**src/sv/tips_pkg.sv**
```systemverilog
`timescale 1ns / 1ps
// shared types, block templates and constants of the tape image converter
package tips_pkg;

    localparam int QUEUE_DEPTH = 4;
    localparam int QPTR_W      = $clog2(QUEUE_DEPTH);

    localparam logic [1:0] KIND_STOP   = 2'd0;
    localparam logic [1:0] KIND_HEADER = 2'd1;
    localparam logic [1:0] KIND_DATA   = 2'd2;

    localparam logic [16:0] SIZE_EXTRA   = 17'd16;
    localparam logic [7:0]  BITCOUNT_TOP = 8'h80;

    localparam logic [5:0] TONE_LEN   = 6'd13;
    localparam logic [5:0] DATA_END   = 6'd34;
    localparam logic [5:0] PAUSE_BASE = 6'd35;
    localparam logic [5:0] PAUSE_LAST = 6'd10;
    localparam logic [5:0] STOP_LAST  = 6'd4;

    // one command handed from the parser to the byte sequencer
    typedef struct packed {
        logic [1:0]  kind;
        logic [7:0]  data;
        logic [15:0] length;
        logic        trunc;
        logic        blk_end;
    } cmd_t;

    function automatic logic [7:0] tone_byte(input logic data_tone, input logic [3:0] i);
        logic [7:0] b;
        case (i)
            4'd0:    b = 8'h02;
            4'd1:    b = 8'h08;
            4'd5:    b = data_tone ? 8'h97 : 8'h7f;
            4'd6:    b = data_tone ? 8'h8c : 8'h9f;
            4'd7:    b = 8'h78;
            4'd8:    b = 8'h08;
            4'd9:    b = 8'h9b;
            4'd10:   b = 8'h02;
            4'd11:   b = 8'hdf;
            4'd12:   b = 8'h02;
            default: b = 8'h00;
        endcase
        return b;
    endfunction

    function automatic logic [7:0] data_tpl_byte(input logic [4:0] i);
        logic [7:0] b;
        case (i)
            5'd0:    b = 8'h03;
            5'd5:    b = 8'h98;
            5'd8:    b = 8'h80;
            5'd9:    b = 8'hB1;
            5'd10:   b = 8'h03;
            5'd11:   b = 8'h02;
            5'd12:   b = 8'h02;
            5'd13:   b = 8'h57;
            5'd14:   b = 8'h03;
            5'd15:   b = 8'h57;
            5'd16:   b = 8'h03;
            5'd17:   b = 8'hAE;
            5'd18:   b = 8'h06;
            5'd19:   b = 8'hAE;
            5'd20:   b = 8'h06;
            default: b = 8'h00;
        endcase
        return b;
    endfunction

    function automatic logic [7:0] pause_byte(input logic [3:0] i);
        logic [7:0] b;
        case (i)
            4'd0:    b = 8'h02;
            4'd1:    b = 8'h06;
            4'd5:    b = 8'h01;
            4'd6:    b = 8'h80;
            4'd7:    b = 8'h35;
            4'd8:    b = 8'h80;
            4'd9:    b = 8'he0;
            4'd10:   b = 8'h67;
            default: b = 8'h00;
        endcase
        return b;
    endfunction

endpackage

```
**src/sv/tips_front.sv**
```systemverilog
`timescale 1ns / 1ps
// tape block parser: tracks length and body, issues commands to the queue
module tips_front (
    input  logic            clk,
    input  logic            rst_n,
    input  logic            in_fire,
    input  logic [7:0]      tap_byte,
    input  logic            end_of_file,
    output logic            push,
    output tips_pkg::cmd_t  push_cmd
);

    localparam logic [1:0] PH_LEN_LO = 2'd0;
    localparam logic [1:0] PH_LEN_HI = 2'd1;
    localparam logic [1:0] PH_FLAG   = 2'd2;
    localparam logic [1:0] PH_BODY   = 2'd3;

    logic [1:0]  phase_reg, phase_next;
    logic [7:0]  len_lo_reg, len_lo_next;
    logic [15:0] blk_len_reg, blk_len_next;
    logic [15:0] remain_reg, remain_next;
    logic        finished_reg, finished_next;
    logic [15:0] new_len;

    assign new_len = {tap_byte, len_lo_reg};

    always_comb
    begin
        phase_next    = phase_reg;
        len_lo_next   = len_lo_reg;
        blk_len_next  = blk_len_reg;
        remain_next   = remain_reg;
        finished_next = finished_reg;
        push          = 1'b0;
        push_cmd.kind    = tips_pkg::KIND_STOP;
        push_cmd.data    = tap_byte;
        push_cmd.length  = blk_len_reg;
        push_cmd.trunc   = 1'b0;
        push_cmd.blk_end = 1'b0;
        if (in_fire && !finished_reg)
        begin
            if (end_of_file)
            begin
                push           = 1'b1;
                push_cmd.trunc = (phase_reg != PH_LEN_LO);
                finished_next  = 1'b1;
            end
            else
            begin
                case (phase_reg)
                    PH_LEN_LO:
                    begin
                        len_lo_next = tap_byte;
                        phase_next  = PH_LEN_HI;
                    end
                    PH_LEN_HI:
                    begin
                        blk_len_next = new_len;
                        if (new_len == 16'd0)
                        begin
                            push           = 1'b1;
                            push_cmd.trunc = 1'b1;
                            finished_next  = 1'b1;
                        end
                        else
                        begin
                            phase_next = PH_FLAG;
                        end
                    end
                    PH_FLAG:
                    begin
                        push             = 1'b1;
                        push_cmd.kind    = tips_pkg::KIND_HEADER;
                        push_cmd.blk_end = (blk_len_reg == 16'd1);
                        remain_next      = blk_len_reg - 16'd1;
                        phase_next       = (blk_len_reg == 16'd1) ? PH_LEN_LO : PH_BODY;
                    end
                    default:
                    begin
                        push             = 1'b1;
                        push_cmd.kind    = tips_pkg::KIND_DATA;
                        push_cmd.blk_end = (remain_reg == 16'd1);
                        remain_next      = remain_reg - 16'd1;
                        if (remain_reg == 16'd1)
                        begin
                            phase_next = PH_LEN_LO;
                        end
                    end
                endcase
            end
        end
    end

    always_ff @(posedge clk or negedge rst_n)
    begin
        if (!rst_n)
        begin
            phase_reg    <= PH_LEN_LO;
            len_lo_reg   <= 8'd0;
            blk_len_reg  <= 16'd0;
            remain_reg   <= 16'd0;
            finished_reg <= 1'b0;
        end
        else
        begin
            phase_reg    <= phase_next;
            len_lo_reg   <= len_lo_next;
            blk_len_reg  <= blk_len_next;
            remain_reg   <= remain_next;
            finished_reg <= finished_next;
        end
    end

endmodule

```
**src/sv/tips_fifo.sv**
```systemverilog
`timescale 1ns / 1ps
// short command queue between parser and byte sequencer
module tips_fifo (
    input  logic            clk,
    input  logic            rst_n,
    input  logic            push,
    input  tips_pkg::cmd_t  push_cmd,
    input  logic            pop,
    output logic            full,
    output logic            not_empty,
    output tips_pkg::cmd_t  head
);

    tips_pkg::cmd_t entries_reg [tips_pkg::QUEUE_DEPTH];
    logic [tips_pkg::QPTR_W-1:0] wr_ptr_reg, rd_ptr_reg;
    logic [tips_pkg::QPTR_W:0]   count_reg;
    logic                        do_push, do_pop;

    assign full      = (count_reg == (tips_pkg::QPTR_W+1)'(tips_pkg::QUEUE_DEPTH));
    assign not_empty = (count_reg != '0);
    assign head      = entries_reg[rd_ptr_reg];
    assign do_push   = push && !full;
    assign do_pop    = pop && not_empty;

    always_ff @(posedge clk)
    begin
        if (do_push)
        begin
            entries_reg[wr_ptr_reg] <= push_cmd;
        end
    end

    always_ff @(posedge clk or negedge rst_n)
    begin
        if (!rst_n)
        begin
            wr_ptr_reg <= '0;
            rd_ptr_reg <= '0;
            count_reg  <= '0;
        end
        else
        begin
            if (do_push)
            begin
                wr_ptr_reg <= wr_ptr_reg + 1'b1;
            end
            if (do_pop)
            begin
                rd_ptr_reg <= rd_ptr_reg + 1'b1;
            end
            case ({do_push, do_pop})
                2'b10:   count_reg <= count_reg + 1'b1;
                2'b01:   count_reg <= count_reg - 1'b1;
                default: count_reg <= count_reg;
            endcase
        end
    end

endmodule

```
**src/sv/tips_back.sv**
```systemverilog
`timescale 1ns / 1ps
// byte sequencer: expands each queued command into output bytes
module tips_back (
    input  logic            clk,
    input  logic            rst_n,
    input  logic            no_pause,
    input  logic            head_valid,
    input  tips_pkg::cmd_t  head,
    output logic            pop,
    output logic            out_valid,
    input  logic            out_ready,
    output logic [7:0]      out_byte,
    output logic            run_last,
    output logic            truncated
);

    logic [5:0]  idx_reg;
    logic        out_valid_reg;
    logic [7:0]  byte_reg;
    logic        last_reg, trunc_reg;
    logic        load, pause_on, last;
    logic [7:0]  byte_val;
    logic        trunc_val;
    logic [5:0]  d_off, p_off;
    logic [16:0] size;

    assign load     = head_valid && (!out_valid_reg || out_ready);
    assign pause_on = head.blk_end && !no_pause;
    assign size     = {1'b0, head.length} + tips_pkg::SIZE_EXTRA;
    assign d_off    = idx_reg - tips_pkg::TONE_LEN;

    always_comb
    begin
        byte_val  = 8'h00;
        trunc_val = 1'b0;
        last      = 1'b0;
        p_off     = idx_reg - 6'd1;
        case (head.kind)
            tips_pkg::KIND_HEADER:
            begin
                p_off = idx_reg - tips_pkg::PAUSE_BASE;
                if (idx_reg < tips_pkg::TONE_LEN)
                begin
                    byte_val = tips_pkg::tone_byte(head.data[7], idx_reg[3:0]);
                end
                else if (idx_reg < tips_pkg::DATA_END)
                begin
                    // size and bit count patched over the template
                    case (d_off[4:0])
                        5'd1:    byte_val = size[7:0];
                        5'd2:    byte_val = size[15:8];
                        5'd3:    byte_val = {7'd0, size[16]};
                        5'd4:    byte_val = 8'h00;
                        5'd5:    byte_val = {head.length[4:0], 3'b000};
                        5'd6:    byte_val = head.length[12:5];
                        5'd7:    byte_val = {5'd0, head.length[15:13]};
                        5'd8:    byte_val = tips_pkg::BITCOUNT_TOP;
                        default: byte_val = tips_pkg::data_tpl_byte(d_off[4:0]);
                    endcase
                end
                else if (idx_reg == tips_pkg::DATA_END)
                begin
                    byte_val = head.data;
                end
                else
                begin
                    byte_val = tips_pkg::pause_byte(p_off[3:0]);
                end
                last = pause_on ? (p_off == tips_pkg::PAUSE_LAST)
                                : (idx_reg == tips_pkg::DATA_END);
            end
            tips_pkg::KIND_DATA:
            begin
                byte_val = (idx_reg == 6'd0) ? head.data : tips_pkg::pause_byte(p_off[3:0]);
                last     = pause_on ? (p_off == tips_pkg::PAUSE_LAST) : (idx_reg == 6'd0);
            end
            default:
            begin
                trunc_val = head.trunc;
                last      = (idx_reg == tips_pkg::STOP_LAST);
            end
        endcase
    end

    assign pop = load && last;

    always_ff @(posedge clk)
    begin
        if (load)
        begin
            byte_reg  <= byte_val;
            last_reg  <= last;
            trunc_reg <= trunc_val;
        end
    end

    always_ff @(posedge clk or negedge rst_n)
    begin
        if (!rst_n)
        begin
            idx_reg       <= 6'd0;
            out_valid_reg <= 1'b0;
        end
        else
        begin
            if (!out_valid_reg || out_ready)
            begin
                out_valid_reg <= head_valid;
            end
            if (load)
            begin
                idx_reg <= last ? 6'd0 : idx_reg + 6'd1;
            end
        end
    end

    assign out_valid = out_valid_reg;
    assign out_byte  = byte_reg;
    assign run_last  = last_reg;
    assign truncated = trunc_reg;

endmodule

```
**src/sv/tape_image_to_pulse_stream.sv**
```systemverilog
`timescale 1ns / 1ps
// top level: tape image byte stream in, pulse player block stream out
// the first result byte is registered in the command queue, then in the output register
// throughput: one output byte per cycle while out_ready holds; a body byte
// yields one output byte (twelve with a pause), a flag byte 35 to 46; inputs
// flow at one per cycle until the four-entry command queue fills behind the byte sequencer
// reset clears parser, queue and output; no_pause resets to zero
module tape_image_to_pulse_stream (
    input  logic       clk,
    input  logic       rst_n,
    input  logic       cfg_valid,
    output logic       cfg_ready,
    input  logic       no_pause,
    input  logic       in_valid,
    output logic       in_ready,
    input  logic [7:0] tap_byte,
    input  logic       end_of_file,
    output logic       out_valid,
    input  logic       out_ready,
    output logic [7:0] out_byte,
    output logic       run_last,
    output logic       truncated
);

    logic           no_pause_reg;
    logic           in_fire, push, pop, full, not_empty;
    tips_pkg::cmd_t push_cmd, head;

    assign cfg_ready = 1'b1;
    assign in_ready  = !full;
    assign in_fire   = in_valid && in_ready;

    always_ff @(posedge clk or negedge rst_n)
    begin
        if (!rst_n)
        begin
            no_pause_reg <= 1'b0;
        end
        else if (cfg_valid)
        begin
            no_pause_reg <= no_pause;
        end
    end

    tips_front u_front (
        .clk         (clk),
        .rst_n       (rst_n),
        .in_fire     (in_fire),
        .tap_byte    (tap_byte),
        .end_of_file (end_of_file),
        .push        (push),
        .push_cmd    (push_cmd)
    );

    tips_fifo u_fifo (
        .clk       (clk),
        .rst_n     (rst_n),
        .push      (push),
        .push_cmd  (push_cmd),
        .pop       (pop),
        .full      (full),
        .not_empty (not_empty),
        .head      (head)
    );

    tips_back u_back (
        .clk        (clk),
        .rst_n      (rst_n),
        .no_pause   (no_pause_reg),
        .head_valid (not_empty),
        .head       (head),
        .pop        (pop),
        .out_valid  (out_valid),
        .out_ready  (out_ready),
        .out_byte   (out_byte),
        .run_last   (run_last),
        .truncated  (truncated)
    );

endmodule

```
**config.mk**
```make
export PLATFORM = sky130hd
export DESIGN_NAME = tape_image_to_pulse_stream
export DESIGN_NICKNAME = d
export VERILOG_FILES = /design/src/sv/tips_pkg.sv /design/src/sv/tips_front.sv /design/src/sv/tips_fifo.sv /design/src/sv/tips_back.sv /design/src/sv/tape_image_to_pulse_stream.sv
export SDC_FILE = /design/constraint.sdc
export NUM_CORES = 1
export LEC_CHECK = 0
export BUFFER_PORTS_ARGS = -buffer_cell sky130_fd_sc_hd__buf_2
export CELL_PAD_IN_SITES_DETAIL_PLACEMENT = 2
export CELL_PAD_IN_SITES_GLOBAL_PLACEMENT = 2
export CORE_ASPECT_RATIO = 1.25
export CORE_MARGIN = 10
export CORE_UTILIZATION = 47
export DETAILED_ROUTE_END_ITERATION = 16
export GPL_TIMING_DRIVEN = 0
export PLACE_DENSITY = 0.92
export SYNTH_ARGS = -nofsm -noshare
export SYNTH_HDL_FRONTEND = slang
export SYNTH_SLANG_ARGS = --single-unit
export TNS_END_PERCENT = 100
```
**constraint.sdc**
```tcl
create_clock -name clk -period 12.6 [get_ports clk]
set_input_delay 2.52 -clock clk [delete_from_list [all_inputs] [get_ports clk]]
set_output_delay 2.52 -clock clk [all_outputs]
set_load 0.02 [all_outputs]
```
### Word level (Yosys, flattened, before mapping)

Memory sizes are Yosys's and may differ from the RTL's.
Index checks and enable logic that the tools add are counted.
Widths: inputs -> output; s select.

* bits in registers: 68
* ROM bits: 480
* latch bits: 0
* memories kept: 4
* RAM bits: 112
* logic and storage cells: 131
* bits of input ports: 15

* equality and inequality tests: 31
* divide/modulo/power cells: 0
* $lt $le $gt $ge: 2
* reductions and logical operators: 31
* shift-type cells: 0
* bitwise logic cells: 2
* $mul: 0
* mux-type cells: 36
* add/sub/neg operators: 11

Memory list
* (no name shown): depth 32, bits a word 8, rd ports 1, clocked after memory_dff 0, write ports 0, RTL line tips_pkg.sv:50 `case (i)`
* (no name shown): depth 16, bits a word 7, rd ports 1, clocked after memory_dff 0, write ports 0, RTL line tips_pkg.sv:73 `case (i)`
* (no name shown): depth 16, bits a word 7, rd ports 1, clocked after memory_dff 0, write ports 0, RTL line tips_pkg.sv:73
* u_fifo.entries_reg: depth 4, bits a word 28, rd ports 1, clocked after memory_dff 0, write ports 1, RTL line tips_fifo.sv:14 `tips_pkg::cmd_t entries_reg [tips_pkg::QUEUE_DEPTH];`

Operators by type and width (count)
* $pmux 8 s8: 1
* $pmux 8 s7: 1
* $mux 8: 5
* $eq 16x1->1 const B: 2
* $pmux 16 s2: 1
* $sub 16x1->16 const B: 2
* $eq 4x4->1 const B: 5
* $eq 5x3->1 const B: 4
* $add 16x5->17 const B: 1
* $logic_not 16->1: 1
* $pmux 8 s2: 1
* $mux 1: 13
* $eq 4x3->1 const B: 3
* $eq 6x4->1 const B: 2
* $mux 2: 6
* $reduce_and 3->1: 4
* $eq 5x2->1 const B: 2
* $reduce_bool 2->1: 4
* $logic_and 1x1->1: 7
* $add 6x1->6 const B: 1
* $eq 2x1->1 const B: 3
* $eq 2x2->1 const B: 3
* $eq 6x3->1 const B: 1
* $eq 6x6->1 const B: 1
* other kinds (30): 39

### Longest topological paths before layout

* word-level depth: 8
* mapped depth: 17
* depth with buffers taken out: 14

### Cells and area by module

Synthesis repeated with hierarchy kept, for this count alone.

* cells, all modules: 893
* area, all modules: 10164.7 um^2

Modules (own cells, without submodules)
* tips_fifo: times used 1, area an instance 4490.6 um^2, cells each 183
* tips_back: times used 1, area an instance 3032.9 um^2, cells each 441
* tips_front: times used 1, area an instance 2580.0 um^2, cells each 263
* tape_image_to_pulse_stream: times used 1, area an instance 61.3 um^2, cells each 6

### Worst setup path after synthesis

Ideal clock, no wire load.

* path type: input to register
* start point: input port tap_byte[5]
* end point: memory u_fifo.entries_reg[0][0] (netlist bit), enable pin
* path slack: 8.047 ns
* path buffers: 0
* arrival time: 4.166 ns
* stages: 6
* setup time: 0.387 ns
* required time: 12.213 ns
* cell sequence: nor4_1 > nand3_1 > nor3_1 > or2_2 > o21a_1 > and2_1

* word-level cells in the longest chain between the ends: 8

Ends and longest elaborated chain
* start: declaration: RTL line tape_image_to_pulse_stream.sv:16 `input logic [7:0] tap_byte,`
* $logic_not 16->1: RTL line tips_front.sv:59 `if (new_len == 16'd0)`
* $mux 1: RTL line tips_front.sv:59
* $pmux 1 s2: RTL line tips_front.sv:50 `case (phase_reg)`
* $mux 1: RTL line tips_front.sv:42 `if (end_of_file)`
* $mux 1: RTL line tips_front.sv:40 `if (in_fire && !finished_reg)`
* $logic_and 1x1->1: RTL line tips_fifo.sv:22 `assign do_push = push && !full;`
* $mux 1: RTL line tips_fifo.sv:27 `if (do_push)`
* $mux 1 (not written as such): RTL line tips_fifo.sv:29 `entries_reg[wr_ptr_reg] <= push_cmd;`
* end: declaration: RTL line tips_fifo.sv:14

Every way passes these cells.

### Final worst setup path

* start point: register u_fifo.rd_ptr_reg[0] (netlist bit)
* end point: register u_fifo.count_reg[2] (netlist bit)

* word-level cells in the longest chain between the ends: 8

Ends and longest elaborated chain
* start: declaration: RTL line tips_fifo.sv:15 `logic [tips_pkg::QPTR_W-1:0] wr_ptr_reg, rd_ptr_reg;`
* start signal: assignment: RTL line tips_fifo.sv:49 `rd_ptr_reg <= rd_ptr_reg + 1'b1;`
* $mem_v2 4x28 *
* $logic_and 1x1->1: RTL line tips_back.sv:28 `assign pause_on = head.blk_end && !no_pause;`
* $mux 1, on equally long branches: RTL line tips_back.sv:75, tips_back.sv:69
* $pmux 1 s2 *: RTL line tips_back.sv:38 `case (head.kind)`
* net u_back.last: RTL line tips_back.sv:21 `logic load, pause_on, last;`
* $logic_and 1x1->1 *: RTL line tips_back.sv:85 `assign pop = load && last;`
* $logic_and 1x1->1 *: RTL line tips_fifo.sv:23 `assign do_pop = pop && not_empty;`
* net u_fifo.do_pop: RTL line tips_fifo.sv:17 `logic do_push, do_pop;`
* $eq 2x1->1 / $eq 2x2->1 (equally long branches): RTL line tips_fifo.sv:51 `case ({do_push, do_pop})`
* $pmux 3 s2 / $reduce_bool 2->1 (equally long branches)
* end signal: assignment: RTL line tips_fifo.sv:52 `2'b10: count_reg <= count_reg + 1'b1;`
* end signal: assignment: RTL line tips_fifo.sv:53 `2'b01: count_reg <= count_reg - 1'b1;`
* end signal: assignment: RTL line tips_fifo.sv:54 `default: count_reg <= count_reg;`
* end: declaration: RTL line tips_fifo.sv:16 `logic [tips_pkg::QPTR_W:0] count_reg;`

The timed path passes the listed nets; every way through them passes the cells marked *.
A chain may end at the register's enable or synchronous reset.

==> results.sh <==
export IMPL_status="finished, final reports clean"
export IMPL_crit_chain="buf_6 -> buf_6 -> buf_4 -> mux4_2 -> inv_1 -> ha_1 -> clkbuf_1 -> nor4b_1 -> a221oi_2 -> o31ai_4 -> and2_4 -> ha_1 -> inv_1 -> fa_1 -> xor2_1 -> nor2_1 -> xor2_1"
export IMPL_use_met2_pct=50.90
export IMPL_synth_flop_cell="edfxtp_1"
export IMPL_startpoint_type="flip-flop"
export IMPL_h_tree_depth=4
export IMPL_timing_critical_path_buf_inv=6
export IMPL_rows=58
export IMPL_worstPathRequired_ns=12.96
export IMPL_syn_area_um2=9503
export IMPL_worstPathArrival_ns=5.85
export IMPL_grt_pass1_vias=8341
export IMPL_ios=28
export IMPL_ctsHoldBuffers=0
export IMPL_die_area_um2=26340
export IMPL_worst_pin_slew_ns=1.020
export IMPL_viasPerCell=7.036
export IMPL_async_flop_share_pct=32.22
export IMPL_min_period_over_period_pct=43.58
export IMPL_numCtsBuffers=17
export IMPL_coreArea_um2=20030
export IMPL_layout_drive_gt1_share_pct=17.16
export IMPL_grt_overflow=0
export IMPL_dpl_hpwl_um=24560
export IMPL_synth_edf_count=122
export IMPL_drtAntennaViolNets=0
export IMPL_vias=7887
export IMPL_cap_viol_max_count=0
export IMPL_ys_warn_count=0
export IMPL_ys_types=76
export IMPL_area_growth_pct=11.68
export IMPL_post_cts_buffers=0
export IMPL_setup_tns_final_ns=0
export IMPL_synthCells=793
export IMPL_cp_top_family="buffers and inverters"
export IMPL_setup_violations=0
export IMPL_fmax_ghz=0.1821
export IMPL_grtUsageMet3_pct=4.419
export IMPL_synth_seq_area_share_pct=53.82
export IMPL_hold_path_class="flip-flop to flip-flop"
export IMPL_grt_pass1_wl_um=57030
export IMPL_crit_type="flip-flop to flip-flop"
export IMPL_insertedDiodeCount=0
export IMPL_avgSynthCellArea_um2=11.98
export IMPL_wl_per_cell_um=36.42
export IMPL_die_width_um=147.2
export IMPL_wl_um=40820
export IMPL_cts_clk_slew_worst_paths_ns=0.08
export IMPL_largest_register_ffs=112
export IMPL_max_stage_delay_ns=0.58
export IMPL_cts_root_buf="clkbuf_16"
export IMPL_finClkSkew_ns=0.02707
export IMPL_drcViolationCount=0
export IMPL_track_usage_pct=29.07
export IMPL_clock_sinks=180
export IMPL_synth_area_leader_cell="edfxtp_1"
export IMPL_design_power_total_mw=3.004
export IMPL_use_met1_pct=33.80
export IMPL_antenna_found_initial=1
export IMPL_ys_ff_latch=180
export IMPL_insertion_delay_ns=0.46
export IMPL_leakagePower_nw=3.862
export IMPL_grt_busiest_layer="met2"
export IMPL_crit_slowest_cell="dfrtp_1"
export IMPL_drtPass1Iterations=5
export IMPL_min_period_ns=5.491
export IMPL_crit_path_max_fanout=10
export IMPL_start_util_pct=47.45
export IMPL_cts_resized=0
export IMPL_clk_path_buf_depth=2
export IMPL_die_height_um=179.0
export IMPL_cts_tree="built"
export IMPL_synth_top_area_share_pct=38.55
export IMPL_grt_max_degree=59
export IMPL_peakVddDrop_v=0.0001155
export IMPL_gp_congestion=0.9375
export IMPL_rsz0062_at_grt="false"
export IMPL_port_buffers=26
export IMPL_slew_headroom_pct=31.36
export IMPL_synth_nets=832
export IMPL_finalHoldViolCount=0
export IMPL_drt_iter0_drc=877
export IMPL_synth_area_top_cells="edfxtp_1 (39%), dfrtp_1 (15%), mux4_2 (6.6%), ha_1 (3.0%), mux2_2 (2.8%)"
export IMPL_fin_nets=877
export IMPL_slew_viol_final=0
export IMPL_worst_setup_path_end_kind="flip-flop"
export IMPL_power_density_nw_per_um2=283.0
layout make-up:
| cell class | instances | area, µm² |
|---|---|---|
| plain buffers | 38 | 186.4 |
| clock buffers | 18 | 450.4 |
| clock inverters | 14 | 183.9 |
| fillers | 1970 | 9417 |
| inverters | 23 | 86.33 |
| multi-input cells | 552 | 4120 |
| flip-flops and latches | 180 | 5115 |
| well taps | 270 | 337.8 |
| repair buffers | 26 | 132.6 |
kinds of logic (layout without fill, tap and decap cells):
logic type,count (synthesis),in the layout,synth area share (%)
adder cells (fa/ha/maj),24,24,3.239
other,1,1,0.03946
flip-flops,180,180,53.82
multiplexers,57,57,10.01
buffers and inverters,61,119,2.870
AO/OA/AOI/OAI,176,176,12.14
XOR/XNOR,43,43,4.345
AND/OR/NAND/NOR,251,251,13.54
worst reg2reg max path: cells and delay by family (launching register included):
| kind | cells | cell delay (ns) |
|---|---|---|
| buffers and inverters | 6 | 1.41 |
| AND/OR/NAND/NOR | 3 | 0.85 |
| adder cells (fa/ha/maj) | 3 | 0.84 |
| AO/OA/AOI/OAI | 2 | 0.72 |
| flip-flops | 1 | 0.58 |
| multiplexers | 1 | 0.58 |
| XOR/XNOR | 2 | 0.42 |
synth_stat cells, drive strengths merged, types with 3 or more instances:
master  instances
edfxtp        122
nand2          69
dfrtp          58
o21ai          48
a21oi          42
nor2           42
nand3          32
mux4           28
mux2           24
ha             23
inv            22
nor3           22
xnor2          22
clkbuf         21
xor2           20
buf            17
and2           14
o22ai          13
nor4           12
a31oi          10
nor2b          10
a211oi          8
and3            8
nand2b          8
nand4           8
a21o            7
o31ai           7
a22oi           6
mux2i           5
a221oi          4
nand3b          4
nor4b           4
a21boi          3
a32oi           3
and4            3
o211ai          3
o221ai          3
or2             3
or3             3
or4             3
final timing paths:
kind / from / to / slack (ns) / depth (start not counted)
worst min-delay path: u_back.out_valid / u_back.out_valid / 0.56 / 2
worst min register to register: u_back.out_valid / u_back.out_valid / 0.56 / 2
worst max-delay path: u_fifo.rd_ptr_reg[0] / u_fifo.count_reg[2] / 7.11 / 17
min in group asynchronous: rst_n / u_back.idx_reg[2] / 2.18 / 1
max in group asynchronous: rst_n / u_front.remain_reg[13] / 9.84 / 1
worst max register to register: u_fifo.rd_ptr_reg[0] / u_fifo.count_reg[2] / 7.11 / 17
metal layers:
layer  up-vias  share of wire (%)
met5         -              0.022
met4         2                5.8
met3       144                6.5
met2       514                 51
met1      4130                 37
li1       3097                  -
power by group:
part,total [mW],leakage (nW),internal (mW),switching (mW)
Combinational,1.43,1.71,0.462,0.970
Clock,0.601,0.310,0.300,0.301
Sequential,0.970,1.84,0.775,0.195
cells in the final DEF (no fill, tap or decap), drive strengths merged, types with 4 or more instances in the layout:
cell type / count
buf: 43
edfxtp: 122
xnor2: 22
xor2: 20
and3: 8
clkinv: 7
a211oi: 8
nand3b: 4
dfrtp: 58
and2: 14
nand2b: 8
nor4b: 4
ha: 23
inv: 29
o31ai: 7
o22ai: 13
nor2b: 10
mux4: 28
a21o: 7
nand3: 32
nor2: 42
nand2: 69
mux2i: 5
a21oi: 42
nand4: 8
a31oi: 10
mux2: 24
a221oi: 4
nor3: 22
clkbuf: 39
nor4: 12
a22oi: 6
o21ai: 48
stage by stage:
step	hold slack [ns]	instances	util [%]	cell area (µm²)	setup slack [ns]
floorplan	0.4247	793	-	9503	8.047
global placement	0.4652	1089	49.78	9971	7.171
detailed placement	0.4795	1089	49.78	9971	6.873
CTS	0.5058	1121	52.95	10610	7.214
global route	0.6064	1121	52.99	10610	6.988
finish	0.5556	1121	52.99	10610	7.109
Power figures use the tool's default switching activity.
